[src/rtl/blr_pkg.sv]
// Shared types and constants for the Bresenham line rasterizer.
package blr_pkg;

   localparam int COORD_BITS = 6;
   localparam int COLOR_BITS = 8;
   // Error term spans (-d, 3d] for d below 2**COORD_BITS.
   localparam int ERR_BITS   = COORD_BITS + 3;

   typedef logic [COORD_BITS-1:0] coord_type;
   typedef logic [COLOR_BITS-1:0] color_type;

   typedef struct packed {
      coord_type x_start;
      coord_type y_start;
      coord_type x_end;
      coord_type y_end;
      color_type red_in;
      color_type green_in;
      color_type blue_in;
      color_type alpha_in;
   } req_type;

   typedef struct packed {
      coord_type pixel_x;
      coord_type pixel_y;
      color_type red_out;
      color_type green_out;
      color_type blue_out;
      color_type alpha_out;
      logic      last_pixel;
   } rsp_type;

   typedef enum logic [1:0] {
      ST_IDLE,
      ST_SETUP,
      ST_RUN
   } blr_state_type;

   typedef struct packed {
      logic load;
      logic setup;
      logic step;
   } ctrl_cmd_type;

   typedef struct packed {
      logic last;
   } dp_status_type;

endpackage

[src/rtl/bresenham_line_rasterizer_top.sv]
// Top level of the Bresenham line rasterizer: controller plus datapath.
// The first pixel item is on the ports once the setup state has registered the line.
// A line passes through an accept state, then a setup state for axis swap,
//   ordering and deltas, then gives one pixel per cycle from the stepping
//   loop in the datapath until the last pixel of its major extent.
// Reset clears only the state machine; results cannot be stalled.
// start is taken only while busy is low; busy drops after the last pixel.
module bresenham_line_rasterizer_top (
   input  logic             clock,
   input  logic             reset,
   input  logic             start,
   input  blr_pkg::req_type req_item,
   output logic             busy,
   output logic             rsp_valid,
   output blr_pkg::rsp_type rsp_item
);
   import blr_pkg::*;

   ctrl_cmd_type  cmd;
   dp_status_type status;

   // state machine: idle, setup, run
   blr_ctrl u_ctrl (
      .clock     (clock),
      .reset     (reset),
      .start     (start),
      .status    (status),
      .cmd       (cmd),
      .busy      (busy),
      .rsp_valid (rsp_valid)
   );

   // per-line registers and error stepping
   blr_dp u_dp (
      .clock    (clock),
      .req_item (req_item),
      .cmd      (cmd),
      .status   (status),
      .rsp_item (rsp_item)
   );

   // Pixels only come out while a line is in progress.
   a_valid_busy: assert property (@(posedge clock) disable iff (reset)
      rsp_valid |-> busy)
      else $error("pixel strobe while idle");

   // The last pixel ends the line; the block is free in the next cycle.
   a_last_frees: assert property (@(posedge clock) disable iff (reset)
      rsp_valid && rsp_item.last_pixel |=> !busy && !rsp_valid)
      else $error("block still busy after last pixel");

   // Pixels of one line come out back to back until the last one.
   a_run_contig: assert property (@(posedge clock) disable iff (reset)
      rsp_valid && !rsp_item.last_pixel |=> rsp_valid)
      else $error("gap inside a line");

   // An accepted item passes through the setup state before its first pixel.
   a_setup_gap: assert property (@(posedge clock) disable iff (reset)
      start && !busy |=> busy && !rsp_valid)
      else $error("pixel without setup cycle");

endmodule

[src/rtl/blr_ctrl.sv]
// Sequencing state machine for the line rasterizer.
module blr_ctrl (
   input  logic                  clock,
   input  logic                  reset,
   input  logic                  start,
   input  blr_pkg::dp_status_type status,
   output blr_pkg::ctrl_cmd_type cmd,
   output logic                  busy,
   output logic                  rsp_valid
);
   import blr_pkg::*;

   blr_state_type state_ff;
   blr_state_type state_in;

   always_ff @(posedge clock) begin
      if (reset) begin
         state_ff <= ST_IDLE;
      end else begin
         state_ff <= state_in;
      end
   end

   always_comb begin
      state_in = state_ff;
      unique case (state_ff)
         ST_IDLE: begin
            if (start) begin
               state_in = ST_SETUP;
            end
         end
         ST_SETUP: begin
            state_in = ST_RUN;
         end
         ST_RUN: begin
            if (status.last) begin
               state_in = ST_IDLE;
            end
         end
         default: begin
            state_in = ST_IDLE;
         end
      endcase
   end

   always_comb begin
      cmd       = '0;
      busy      = 1'b1;
      rsp_valid = 1'b0;
      unique case (state_ff)
         ST_IDLE: begin
            busy     = 1'b0;
            cmd.load = start;
         end
         ST_SETUP: begin
            cmd.setup = 1'b1;
         end
         ST_RUN: begin
            cmd.step  = 1'b1;
            rsp_valid = 1'b1;
         end
         default: begin
            busy = 1'b1;
         end
      endcase
   end

endmodule

[src/rtl/blr_dp.sv]
// Datapath: axis swap, endpoint ordering and Bresenham error stepping.
module blr_dp (
   input  logic                  clock,
   input  blr_pkg::req_type      req_item,
   input  blr_pkg::ctrl_cmd_type cmd,
   output blr_pkg::dp_status_type status,
   output blr_pkg::rsp_type      rsp_item
);
   import blr_pkg::*;

   req_type                  req_ff;
   logic                     steep_ff, steep_in;
   logic                     up_ff, up_in;
   coord_type                major_ff, major_in;
   coord_type                minor_ff, minor_in;
   coord_type                end_ff, end_in;
   coord_type                d_ff, d_in;
   logic [COORD_BITS:0]      inc_ff, inc_in;
   logic signed [ERR_BITS-1:0] err_ff, err_in;

   // setup terms
   logic signed [COORD_BITS:0] dx, dy, neg_dx, neg_dy;
   coord_type adx, ady, a_maj, a_min, b_maj, b_min;
   coord_type s_maj, s_min, e_maj, e_min, adm;
   logic      steep, swap_ends, up;

   // stepping terms
   logic signed [ERR_BITS-1:0] err_sum, d_ext, d_twice;
   logic                       over;

   always_comb begin
      dx     = $signed({1'b0, req_ff.x_end}) - $signed({1'b0, req_ff.x_start});
      dy     = $signed({1'b0, req_ff.y_end}) - $signed({1'b0, req_ff.y_start});
      neg_dx = -dx;
      neg_dy = -dy;
      adx    = dx[COORD_BITS] ? neg_dx[COORD_BITS-1:0] : dx[COORD_BITS-1:0];
      ady    = dy[COORD_BITS] ? neg_dy[COORD_BITS-1:0] : dy[COORD_BITS-1:0];
      steep  = adx < ady;

      a_maj = steep ? req_ff.y_start : req_ff.x_start;
      a_min = steep ? req_ff.x_start : req_ff.y_start;
      b_maj = steep ? req_ff.y_end   : req_ff.x_end;
      b_min = steep ? req_ff.x_end   : req_ff.y_end;

      swap_ends = a_maj > b_maj;
      s_maj = swap_ends ? b_maj : a_maj;
      s_min = swap_ends ? b_min : a_min;
      e_maj = swap_ends ? a_maj : b_maj;
      e_min = swap_ends ? a_min : b_min;

      up  = e_min > s_min;
      adm = up ? (e_min - s_min) : (s_min - e_min);
   end

   always_comb begin
      d_ext   = $signed({3'b000, d_ff});
      d_twice = $signed({2'b00, d_ff, 1'b0});
      err_sum = err_ff + $signed({2'b00, inc_ff});
      over    = err_sum > d_ext;
   end

   always_comb begin
      steep_in = steep_ff;
      up_in    = up_ff;
      major_in = major_ff;
      minor_in = minor_ff;
      end_in   = end_ff;
      d_in     = d_ff;
      inc_in   = inc_ff;
      err_in   = err_ff;
      if (cmd.setup) begin
         steep_in = steep;
         up_in    = up;
         major_in = s_maj;
         minor_in = s_min;
         end_in   = e_maj;
         d_in     = e_maj - s_maj;
         inc_in   = {adm, 1'b0};
         err_in   = '0;
      end else if (cmd.step) begin
         major_in = major_ff + coord_type'(1);
         if (over) begin
            minor_in = up_ff ? (minor_ff + coord_type'(1)) : (minor_ff - coord_type'(1));
            err_in   = err_sum - d_twice;
         end else begin
            err_in = err_sum;
         end
      end
   end

   always_ff @(posedge clock) begin
      if (cmd.load) begin
         req_ff <= req_item;
      end
      steep_ff <= steep_in;
      up_ff    <= up_in;
      major_ff <= major_in;
      minor_ff <= minor_in;
      end_ff   <= end_in;
      d_ff     <= d_in;
      inc_ff   <= inc_in;
      err_ff   <= err_in;
   end

   assign status.last = major_ff == end_ff;

   always_comb begin
      rsp_item.pixel_x    = steep_ff ? minor_ff : major_ff;
      rsp_item.pixel_y    = steep_ff ? major_ff : minor_ff;
      rsp_item.red_out    = req_ff.red_in;
      rsp_item.green_out  = req_ff.green_in;
      rsp_item.blue_out   = req_ff.blue_in;
      rsp_item.alpha_out  = req_ff.alpha_in;
      rsp_item.last_pixel = status.last;
   end

endmodule

[config.mk]
export PLATFORM = sky130hd
export DESIGN_NAME = bresenham_line_rasterizer_top
export DESIGN_NICKNAME = d
export VERILOG_FILES = /design/src/rtl/blr_pkg.sv /design/src/rtl/bresenham_line_rasterizer_top.sv /design/src/rtl/blr_ctrl.sv /design/src/rtl/blr_dp.sv
export SDC_FILE = /design/constraint.sdc
export NUM_CORES = 1
export LEC_CHECK = 0
export ABC_AREA = 1
export BUFFER_PORTS_ARGS = -buffer_cell sky130_fd_sc_hd__buf_4
export CORE_MARGIN = 2
export CORE_UTILIZATION = 53
export DETAILED_ROUTE_END_ITERATION = 10
export GPL_TIMING_DRIVEN = 0
export PLACE_DENSITY = 0.75
export SYNTH_ARGS = -nofsm -noshare
export SYNTH_HDL_FRONTEND = slang
export SYNTH_SLANG_ARGS = --single-unit
[constraint.sdc]
create_clock -name clock -period 6.38 [get_ports clock]
set_clock_uncertainty 0.2 [all_clocks]
set_input_delay 0.319 -clock clock [delete_from_list [all_inputs] [get_ports clock]]
set_output_delay 0.319 -clock clock [all_outputs]
set_load 0.005 [all_outputs]
==> out/metrics.csv <==
metric;value;unit
number of diodes;0;
Post-Synth Adder-Cell Area;11.6;%
IO Port Bufs;105;
Starting DRT DRC Count;284;
Hold Crit Class;in -> reg;
gpl congestion;0.904;
distinct cell type count after synthesis;46;
area share of and/or/nand/nor cells after synthesis;20.3;%
Max stage delay on crit path;420;ps
main combinational cell family by area after synthesis;simple AND/OR/NAND/NOR gates;
Ys Warns;0;
Root Driver;clkbuf_16;
CP arrival;5980;ps
Worst setup EP type;flop;
minimum clock period;6070;ps
Synthesized Nets;932;
Slew Limit Fails;0;
Worst-Margin Slew;1070;ps
Layout area overhead;30.2;%
Fin Hold WS;172;ps
Tcrit/Tclk final;95.1;%
CP Max Fanout;19;
Die Y-Extent;119;microns
CP max-delay cell;edfxtp_1;
met3 Track Usage GR;5.89;%
maximum achievable frequency;0.165;GHz
register area share after synthesis;40.5;%
most used cell, CP;nand2_1;
Clock Tree Buf Depth;2;
DP HPWL;11600;microns
DRC Markers;0;
GRT met2 Usage;42.4;%
initial antenna violation count;0;
Crit Path Class;reg -> reg;
CTS tree;yes;
area occupied by registers;2840;sq um
vias in the first global route;5817;
mux contribution to synthesized area;0;%
leading area contributor after synthesis;edfxtp_1;
Compound-Gate Fraction of Synth Area;11.3;%
Initial Utilization;53.7;%
Top FF cell, synth;edfxtp_1;
Routed WL;16400;microns
worst setup margin;311;ps
GR peak layer;met2;
top-count cell post-synth;nand2_1;
CTS Buf Count;9;
Synth Area in XOR/XNOR;5.36;%
endpoints failing setup;0;
GRT overflow;0;
Max transition margin;28.5;%
number of vias per cell;5.03;
Synth async-reset ratio;0;%
All-Layer GR Usage;23.7;%
met1 usage;28.3;%
post-synth top area share;37.6;%
post-synthesis cell area;7020;sq um
Final Hold Vio Count;0;
multi-input logic area;3500;sq um
flops & latches, synth;98;
crit path buf inv count;9;
Layout fillers;1016;
cell family with most CP delay;adder cells;
Sinks on Clock Net;98;
EDFF count, synth;88;
die area;14200;sq um
share of layout cells above drive strength 1;24.8;%
Core Area;13100;sq um
IO Count;106;
Setup WS pre-CTS;-1010;ps
Post-synth top cells;nand2_1, inv_1, edfxtp_1, o21ai_0, ha_1;
DR vias;5932;
max-cap violations;0;
Syn Inst Count;811;
Initial DRT Pass Iterations;5;
number of cell rows;42;
die width;119;microns
pin count of the biggest net entering global routing;49;
H-Tree Depth;3;
syn avg cell area;8.66;sq um
Clock Latency Late Sink;350;ps
Final ANT Viol Nets;0;
first-pass GRT wire length;26700;microns
crit path launch type;flop;
top post-synthesis cells by area;edfxtp_1, ha_1, nand2_1;
worst path required time;6290;ps
Nets;1120;
status;completed;
Clock Pin Slew Worst Setup and Hold Paths;70;ps
Avg WL per Cell;13.9;microns
registers in the layout, summed over array words and instances, names as in the netlist:
| register | count |
|---|---|
| u_dp.major_ff | 6 |
| u_dp.minor_ff | 6 |
| u_dp.up_ff | 1 |
| u_dp.rsp_item | 32 |
| u_dp.d_ff | 6 |
| u_dp.req_ff | 24 |
| u_dp.err_ff | 8 |
| u_dp.steep_ff | 1 |
| u_ctrl.state_ff | 2 |
| u_dp.end_ff | 6 |
| u_dp.inc_ff | 6 |
cells by family (layout without fill, tap and decap cells):
group           count (synthesis)  in the layout
flops                          98             98
fa+ha+maj                      62             62
simple gates                  305            305
xor+xnor                       43             43
buf+inv                       162            355
compound gates                141            141
final cells by class:
cell class / instances / share of cell area [%]
multi-input cells: 551 / 38.3
inverters: 112 / 4.60
well taps: 176 / 2.41
flip-flops and latches: 98 / 31.1
clock inverters: 6 / 0.629
repair buffers: 179 / 16.4
clock buffers: 10 / 2.50
plain buffers: 48 / 4.09
worst reg2reg max path, delay by kind of cell, from the launching register on:
family	cells	cell delay [ps]
AOI/OAI and AO/OA	5	610
xor gates and xnor gates	2	500
adders and majority gates	5	1630
buffers and inverters	9	1070
DFF	1	420
and+or+nand+nor	16	1390
what timing repair did:
| item | 4_1_cts | 5_1_grt |
|---|---|---|
| setup endpoints to repair | 13 | 8 |
| setup buffers | 2 | 14 |
| hold buffers | 57 | 0 |
| endpoints found under the hold margin | 58 | 0 |
| pin swaps | 4 | 12 |
| gates resized for setup | 18 | 28 |
metrics by stage:
step	utilization, %	instances	TNS (ps)	instance area (sq um)
floorplan	-	811	0	7030
global placement	61.4	1092	-5630	8030
detailed placement	61.6	1093	-6170	8050
CTS	68.5	1166	0	8970
global route	69.9	1180	-50.9	9150
finish	69.9	1180	0	9150
metal layers:
| metal | wire length (microns) | vias to the layer above |
|---|---|---|
| li1 | - | 3033 |
| met1 | 7050 | 2719 |
| met2 | 8040 | 156 |
| met3 | 966 | 24 |
| met4 | 289 | 0 |
| met5 | 0 | - |
placed cells by master, fill, tap and decap left out, drive strengths merged, types with 3 or more instances in the layout:
master / instances
nand2: 204
buf: 162
inv: 111
edfxtp: 88
o21ai: 73
dlygate4sd3: 57
ha: 57
a21oi: 46
nand3: 43
nor2: 38
xor2: 30
clkbuf: 18
xnor2: 13
dfxtp: 10
o21bai: 6
or2: 6
nand4: 5
fa: 5
nand3b: 4
clkinv: 4
a31oi: 3
a211oi: 3
o221ai: 3
nor3: 3
worst paths after layout:
kind	from	to	slack, ps	cells past startpoint
max	u_dp.req_ff[44]	u_dp.inc_ff[6]	310	37
min	start	u_ctrl.state_ff[0]	170	4
max reg2reg	u_dp.req_ff[44]	u_dp.inc_ff[6]	310	37
min reg2reg	u_dp.err_ff[1]	u_dp.err_ff[1]	280	2
Power is not shown: default switching activity piles up to over one toggle a cycle in this logic, so the estimate is an artifact.
